**config.mk**
```make
export PLATFORM = sky130hd
export DESIGN_NAME = alle_ram
export DESIGN_NICKNAME = d
export VERILOG_FILES = /design/src/rtl/alle_ram.sv
export SDC_FILE = /design/constraint.sdc
export NUM_CORES = 1
export LEC_CHECK = 0
export ABC_AREA = 1
export BUFFER_PORTS_ARGS = -buffer_cell sky130_fd_sc_hd__buf_2
export CAP_MARGIN = 15
export CORE_MARGIN = 3
export CORE_UTILIZATION = 30
export DETAILED_ROUTE_END_ITERATION = 16
export PLACE_DENSITY_LB_ADDON = 0.25
export SYNTH_ARGS = -nofsm -noshare
export SYNTH_HDL_FRONTEND = slang
export SYNTH_SLANG_ARGS = --single-unit
```
**constraint.sdc**
```tcl
create_clock -name clk_i -period 2.26 [get_ports clk_i]
set_clock_uncertainty 0.2 [all_clocks]
set_input_delay 0.339 -clock clk_i [delete_from_list [all_inputs] [get_ports clk_i]]
set_output_delay 0.339 -clock clk_i [all_outputs]
set_load 0.01 [all_outputs]
```
**src/rtl/alle_ram.sv**
```systemverilog
// Generic single-port synchronous RAM with registered read data.
module alle_ram #(
  parameter int unsigned WIDTH = 8,
  parameter int unsigned DEPTH = 16
) (
  input  logic                     clk_i,
  input  logic [$clog2(DEPTH)-1:0] addr_i,
  input  logic                     we_i,
  input  logic [WIDTH-1:0]         wdata_i,
  output logic [WIDTH-1:0]         rdata_o
);

  logic [WIDTH-1:0] mem_q [DEPTH];
  logic [WIDTH-1:0] rdata_q;

  always_ff @(posedge clk_i) begin
    if (we_i) begin
      mem_q[addr_i] <= wdata_i;
    end
    rdata_q <= mem_q[addr_i];
  end

  assign rdata_o = rdata_q;

endmodule
```
# Word level (Yosys, flattened, before mapping)
# Memories as Yosys holds them, arrays and structs flattened. A register that Yosys moved wholly into a read port is not among the register bits.
# Cells that the tools add are included.
classes:
  mux: 2
op_table:
  columns: ["operator", "n"]
  rows:
  - ["2-to-1 mux 1 bit", 2]
word_totals:
  ramBits: 128
  ff_bits: 0
  memories: 1
  output_inout_bits: 8
memory_table:
  columns: ["memory", "words", "word_bits", "rd", "rd_ports_with_merged_regs", "wr", "line_no", "source"]
  rows:
  - ["mem_q", 16, 8, 1, 1, 1, "13", "logic [WIDTH-1:0] mem_q [DEPTH];"]

# Logic depth before layout (Yosys ltp)
# Gate-level depths: netlist (run 1).
logic_depth:
  depth_word: 2
  mapped_depth: 11

# Worst setup path before layout (run 1)
# No wires, ideal clock.
synth_timing:
  path_kind: "input to register"
  startpoint: "input addr_i[1]"
  endpoint: "memory mem_q[3][0] (enable)"
  setup_ns: 0.370
  arrival_time_ns: 1.346
  path_slack_ns: 0.344
  t_required_ns: 1.690
  path_stages: 4
  path_buffers: 2
  cell_sequence: "buf_2 clkbuf_1 nand3_1 nor2_1"
synth_rtl:
  columns: ["item", "line_no", "source"]
  rows:
  - ["from (decl)", "7", "input logic [$clog2(DEPTH)-1:0] addr_i,"]
  - ["to (decl)", "13", null]
# No word-level cell before the write port.

# Final worst setup path (run 1)
layout_timing:
  startpoint: "input addr_i[0]"
  endpoint: "memory mem_q[15][6] (enable)"
# No word-level cell before the write port.

==> PnR_summary.wiki, run 1 <==
{| class="wikitable"
! Metric !! Value
|-
| Number of antenna violations at the first check in global routing || 1
|-
| Post-layout worst setup margin || 0.767 ns
|-
| Starting density of the core || 0.308
|-
| Horiz. Die Dim || 143 µm
|-
| Diodes inserted || 0
|-
| Number of sinks driven by the clock tree || between 100 and 150
|-
| Non-Filler Instances || 834
|-
| Routed WL || ~13000 µm
|-
| Element type at the critical path start || primary input
|-
| Fmax achieved || 670 MHz
|-
| Min cycle time layout || 1.49 ns
|-
| Footprint of the flip-flops and latches || about 4000 µm²
|-
| Number of warnings printed during yosys synthesis || 0
|-
| Maximum capacitance violations || 0
|-
| Fin. max-slew vios || 0
|-
| Bufs on Longest Clock Path || 2
|-
| CP Class || in -> reg
|-
| Count of final setup violators || 0
|-
| Count of cells resized by post-cts repair || 0
|-
| Flop and latch count out of synthesis || between 100 and 150
|-
| First-pass GRT wire length || 19800 µm
|-
| Per-cell via count in the routed design || 4.38
|-
| Clk_lat worst skew || 0.42 ns
|-
| Multi-input gate area || 1390 µm²
|-
| Clock tree from TritonCTS || built
|-
| 1st-iter DRT viols || 256
|-
| Aggregate negative setup slack || 0 ns
|-
| Total GRT Usage || 0.132
|-
| Post-CTS Hold Buffers || 0
|-
| Crit path required time || 2.18 ns
|-
| Outcome || completed
|-
| Number of buffer cells added on primary ports || 21
|-
| Normalized max-slew margin || 0.721
|-
| Post-synthesis net count || 562
|-
| Number of placement rows || 49
|-
| Synthesized area || approximately 5600 µm²
|-
| Top cell type's share of synthesized area || 0.687
|-
| Post-detail-place hpwl || 8070 µm
|-
| Post CTS Setup Buffer Count || 0
|-
| H-tree levels || 4
|-
| Worst min path class || in -> reg
|-
| Critical path arrival || approximately 1.4 ns
|-
| Grt total ovfl || 0
|-
| Element type at the critical path end || flip-flop
|-
| Synthesized area divided by synthesized cell count || between 10 and 15 µm²
|-
| Die Y || approximately 140 µm
|-
| Highest net fanout along the worst path || 66
|-
| Number of buffers added by the clock tree synthesis step || 17
|-
| Worst slack at placement || 0.357 ns
|-
| # nets final || 606
|-
| Post-synth top area cell || edfxtp_1
|-
| Clock Pin Slew Worst Setup and Hold Paths || approximately 0.050 ns
|-
| Max rail drop VDD || around 0.47 mV
|-
| Fin. Hold Viols || 0
|-
| DR vias || around 3700
|-
| Fraction of layout cells with a size suffix above 1 || 0.127
|-
| Cell types with the largest area share after synthesis || edfxtp_1 (69%), nand2_1 (23%), dfxtp_1 (2.9%)
|-
| Antenna viol nets, final || 0
|-
| Total power || slightly below 6 mW
|-
| Area overhead of the layout relative to synthesis || 19.0%
|-
| Setup repair after global routing missed its margin || false
|-
| Clock Tree Root || clkbuf_16
|-
| Worst hold slack || 0.142 ns
|-
| LEAKAGE || 2.84 nW
|-
| Number of I/O pins || 22
|-
| Fill cell count || 1811
|-
| Cell count after synthesis || about 550
|-
| Sequential-to-total area share from yosys stat || 0.716
|-
| Routed len/inst || 15.3 µm
|-
| Floorplan die area || 20300 µm²
|-
| Post-synth cell types || 11
|-
| Total placed cells including tap cells || 802
|-
| Via count of the first global-routing pass || 3678
|-
| Actual transition at the worst max-transition pin || about 0.42 ns
|-
| Placeable core region || 18100 µm²
|-
| Pin count of the biggest net entering global routing || 67
|-
| Remaining design rule violation count || 0
|-
| Drt pass-1 iters || 4
|-
| Power density of the placed cells || 878 nW/µm²
|-
| Global placer's final weighted congestion || just over 0.8
|-
| Post-route clock period utilization || 0.661
|}
-- placed cells by master, fill, tap and decap left out --
cell,n
nand3_1,4
clkbuf_16,17
inv_1,21
clkinv_4,2
clkbuf_8,1
buf_4,23
clkinv_2,4
clkinv_1,1
buf_2,21
inv_2,1
buf_12,2
dfxtp_1,8
clkbuf_1,2
bufinv_16,2
clkinvlp_4,4
edfxtp_1,128
nor2_1,18
nand2_1,346
-- flip-flops by register name, indices dropped and copies added (netlist names) --
| name | flops |
|---|---|
| rdata_o | 8 |
| mem_q | 128 |
-- per-stage QoR --
step,cell area (µm²),util
2_1_floorplan,5590,-
3_3_place_gp,6080,0.335
3_5_place_dp,6080,0.335
4_1_cts,6660,0.367
5_1_grt,6660,0.367
6_report,6660,0.367
-- cells in the mapped netlist --
cell type	n
dfxtp_1	8
nor2_1	18
inv_2	1
nand3_1	4
inv_1	21
nand2_1	346
clkinv_1	1
buf_2	12
clkbuf_1	3
buf_4	6
edfxtp_1	128
-- worst paths after layout --
kind,to,cells past startpoint,slack (ns),start
setup / recovery,mem_q[15][6]$_DFFE_PP_,5,0.77,addr_i[0]
hold / removal,mem_q[11][3]$_DFFE_PP_,1,0.14,wdata_i[3]
setup reg to reg,rdata_o[1]$_DFF_P_,8,1.02,mem_q[5][1]$_DFFE_PP_
hold reg to reg,rdata_o[1]$_DFF_P_,8,0.50,mem_q[8][1]$_DFFE_PP_
-- cell families after synthesis --
| kind of cell | synth area share |
|---|---|
| buffers and inverters | 0.0362 |
| flip-flops | 0.716 |
| AND/OR/NAND/NOR | 0.248 |
-- worst max-delay path: stages --
cell and delay (ns):
buf_2 0.12, buf_12 0.27, nand3_1 0.28, nor2_1 0.16, buf_4 0.20
-- power breakdown --
part	total, mW	switching (mW)	internal [mW]	leakage (nW)
Sequential	2.83	0.0138	2.82	1.22
Combinational	0.353	0.250	0.103	1.34
Clock	2.66	1.01	1.64	0.272
-- layer usage --
metal / wire length [µm] / vias up / global-route usage
met4: 229 / 2 / 0.0565
met1: 5850 / 1751 / 0.165
met5: 13 / - / 0
met2: 6290 / 47 / 0.220
met3: 341 / 19 / 0.0299
li1: - / 1834 / -
-- final cells by class --
type                    count  share of cell area
flip-flops and latches    136               0.602
multi-input cells         368               0.208
clock buffers              20              0.0671
repair buffers             46              0.0478
well taps                 229              0.0431
clock inverters            12              0.0192
inverters                  23              0.0130
Power figures use the tool's default switching activity.
==> run 2: changes to the inputs <==
Settings changed: ABC_AREA 1 to 0.
Clock period 2.26 ns to 1.3 ns, I/O delays scaled along.
==> PnR_summary.wiki, run 2 <==
{| class="wikitable"
! Metric !! Value
|-
| Crit-path leading delay family || multiplexers
|-
| Normalized max-slew margin || 0.410
|-
| # nets final || 322
|-
| Per-cell via count in the routed design || 4.65
|-
| Global placer's final weighted congestion || between 0.7 and 0.8
|-
| Die Y || 136 µm
|-
| Count of final setup violators || 8
|-
| Reg-to-reg slack, setup || -0.18 ns
|-
| Number of buffers added by the clock tree synthesis step || 17
|-
| Worst reg-to-reg path cell count || 3
|-
| Final cell area excluding filler cells || 6910 µm²
|-
| Total power || 10.6 mW
|-
| Grt total ovfl || 0
|-
| Multi-input gate area || about 1200 µm²
|-
| Routed WL || 11100 µm
|-
| Total GRT Usage || 0.132
|-
| Synthesized area divided by synthesized cell count || 22.0 µm²
|-
| Share of synthesized registers carrying an async set or reset || 0
|-
| Outcome || finished with violations
|-
| Commonest cells after routing, fill and taps aside || edfxtp_1 (128), mux4_2 (32), buf_4 (23)
|-
| Worst reg2reg startpoint || mem_q[3][3]$_DFFE_PP_
|-
| Critical path's slowest cell || mux4_2
|-
| Clk_lat worst skew || 0.41 ns
|-
| Number of warnings printed during yosys synthesis || 0
|-
| Placed cell areas || roughly 6000 µm²
|-
| Post-synth top area cell || edfxtp_1
|-
| Cell types with the largest area share after synthesis || edfxtp_1 (76%), mux4_2 (14%), dfxtp_1 (3.2%)
|-
| Flip-flop count of the largest register, all copies and words added || around 130
|-
| Number of buffer cells added on primary ports || 21
|-
| Number of buffers and inverters on the critical path || 0
|-
| Worst hold path cell count || 4
|-
| Via count of the first global-routing pass || around 2800
|-
| Actual transition at the worst max-transition pin || 0.883 ns
|-
| LEAKAGE || roughly 2.3 nW
|-
| Starting density of the core || 0.312
|-
| Most frequent standard cell in the layout excluding fill and tap cells || edfxtp_1
|-
| Worst slack at placement || -0.581 ns
|-
| Antenna viol nets, final || 0
|-
| Sequential-to-total area share from yosys stat || 0.790
|-
| Max rail drop VDD || 0.912 mV
|-
| Fill cell count || 1428
|-
| Clock tree from TritonCTS || built
|-
| Maximum capacitance violations || 0
|-
| Most used flip-flop cell after synthesis || edfxtp_1
|-
| Routed len/inst || 20.7 µm
|-
| Ordered cell list for the critical path || mux4_2 > a22oi_2 > nand2_1
|-
| Capturing point of the worst reg2reg path || rdata_o[3]$_DFF_P_
|-
| Synthesized area || between 5000 and 6000 µm²
|-
| Highest net fanout along the worst path || 1
|-
| Fin. Hold Viols || 0
|-
| 1st-iter DRT viols || 166
|-
| Remaining design rule violation count || 0
|-
| Worst min-delay path startpoint || addr_i[1]
|-
| Placeable core region || 16200 µm²
|-
| Cell with the most instances after synthesis || edfxtp_1
|-
| Setup repair after global routing missed its margin || true
|-
| Horiz. Die Dim || 136 µm
|-
| Number of antenna violations at the first check in global routing || 1
|-
| Footprint of the flip-flops and latches || 4010 µm²
|-
| Clock Pin Slew Worst Setup and Hold Paths || 0.05 ns
|-
| Pin count of the biggest net entering global routing || 20
|-
| Final design utilization || 0.426
|-
| Clock Tree Root || clkbuf_16
|-
| Fraction of layout cells with a size suffix above 1 || 0.500
|-
| Bufs on Longest Clock Path || 2
|-
| Element type at the critical path end || flip-flop
|-
| Most flop-heavy register || mem_q
|-
| Cell count after synthesis || 230
|-
| Post-synth cell types || 18
|-
| Top cell type's share of synthesized area || 0.759
|-
| Worst hold slack || 0.108 ns
|-
| Violated checks || setup timing
|-
| CP Class || reg -> reg
|-
| Drt pass-1 iters || 5
|-
| First-pass GRT wire length || 17000 µm
|-
| Post-detail-place hpwl || 7420 µm
|-
| Flop and latch count out of synthesis || ~140
|-
| Post-route clock period utilization || 1.14
|-
| Number of I/O pins || 22
|-
| Number of placement rows || 46
|-
| DR vias || 2495
|-
| Post-layout worst setup margin || -0.180 ns
|-
| Post CTS Setup Buffer Count || 0
|-
| Crit path required time || 1.40 ns
|-
| Internal power consumption || 8.54 mW
|-
| Combinational group share of total power || 0.062
|-
| Power share of the sequential group || 0.468
|-
| Critical path arrival || 1.58 ns
|-
| Post-synthesis net count || 244
|-
| Max stage delay on crit path || 0.48 ns
|-
| Fmax achieved || just under 700 MHz
|-
| Fin. max-slew vios || 0
|-
| Element type at the critical path start || flip-flop
|-
| Net Switching || approximately 2.0 mW
|-
| Sw frac || 0.192
|-
| Number of enable-type register cells in the synthesized netlist || 128
|-
| Most common library cells after synthesis || edfxtp_1 (128), mux4_2 (32), a22oi_1 (16)
|-
| Min cycle time layout || 1.48 ns
|-
| Min-Delay Endpoint || rdata_o[3]$_DFF_P_
|-
| Worst min path class || in -> reg
|-
| H-tree levels || 4
|-
| Floorplan die area || 18500 µm²
|-
| Power density of the placed cells || 1530 nW/µm²
|-
| Area overhead of the layout relative to synthesis || 36.3%
|-
| Proportion of power drawn by the clock network || 0.470
|-
| Number of sinks driven by the clock tree || 136
|}
-- run 2: changes by cell type after synthesis, sizes merged, moves of 5 or more --
cell,change
inv,-22
nor2,-5
buf,-10
nand2,-337
mux4,+32
a22oi,+16
-- run 2: how the worst max path moves through the flow --
stage	end	depth (start not counted)	from
floorplan	mem_q[0][0]$_DFFE_PP_	2	addr_i[2]
global placement	rdata_o[3]$_DFF_P_	5	addr_i[0]
detailed placement	rdata_o[3]$_DFF_P_	5	addr_i[0]
CTS	rdata_o[3]$_DFF_P_	3	mem_q[3][3]$_DFFE_PP_
global route	rdata_o[3]$_DFF_P_	3	mem_q[3][3]$_DFFE_PP_
finish	rdata_o[3]$_DFF_P_	3	mem_q[3][3]$_DFFE_PP_
-- run 2: power by group through the flow --
stage	Combinational [mW]	Clock, mW	Sequential (mW)
finish	0.659	4.97	4.94
floorplan	0.316	0	5.03
global placement	0.605	0	5.03
CTS	0.660	5.08	4.95
detailed placement	0.612	0	5.03
global route	0.711	5.29	4.95
-- run 2: per-layer routing --
layer  GRT usage  vias to the layer above  share of wire
met4      0.0386                        0          0.012
li1            -                     1124              -
met1       0.178                     1302           0.45
met2       0.203                       58           0.48
met3      0.0455                       11          0.060
met5           0                        -              0
-- run 2: metrics by stage --
step                setup TNS, ns  std cells
floorplan                   -8.94        230
global placement           -51.44        497
detailed placement         -51.51        497
CTS                         -1.32        536
global route                -1.59        537
finish                      -1.14        537
-- run 2: final cells by class --
type / instances / area share
Sequential cell: 136 / 0.581
Multi-Input combinational cell: 83 / 0.178
Timing Repair Buffer: 70 / 0.111
Clock buffer: 25 / 0.0746
Tap cell: 216 / 0.0391
Clock inverter: 6 / 0.0161
Antenna cell: 1 / 0.000362
-- run 2: cells by family (layout without fill, tap and decap cells) --
group           after synthesis  count (layout)  synth area share
compound gates               16              16            0.0237
mux                          32              32             0.142
other cells                   0               1                 0
buf+inv                      11             101            0.0119
flops                       136             136             0.790
simple gates                 35              35            0.0321
-- run 2: repair_timing --
item,CTS,global route
pin swaps,11,5
endpoints found under the setup margin,17,12
hold buffers,8,0
endpoints found under the hold margin,127,0
resized for setup,17,6
-- run 2: worst min-delay path, stage by stage --
cell,delay [ns]
buf_2,0.16
mux4_2,0.20
a22oi_1,0.08
nand2_1,0.06
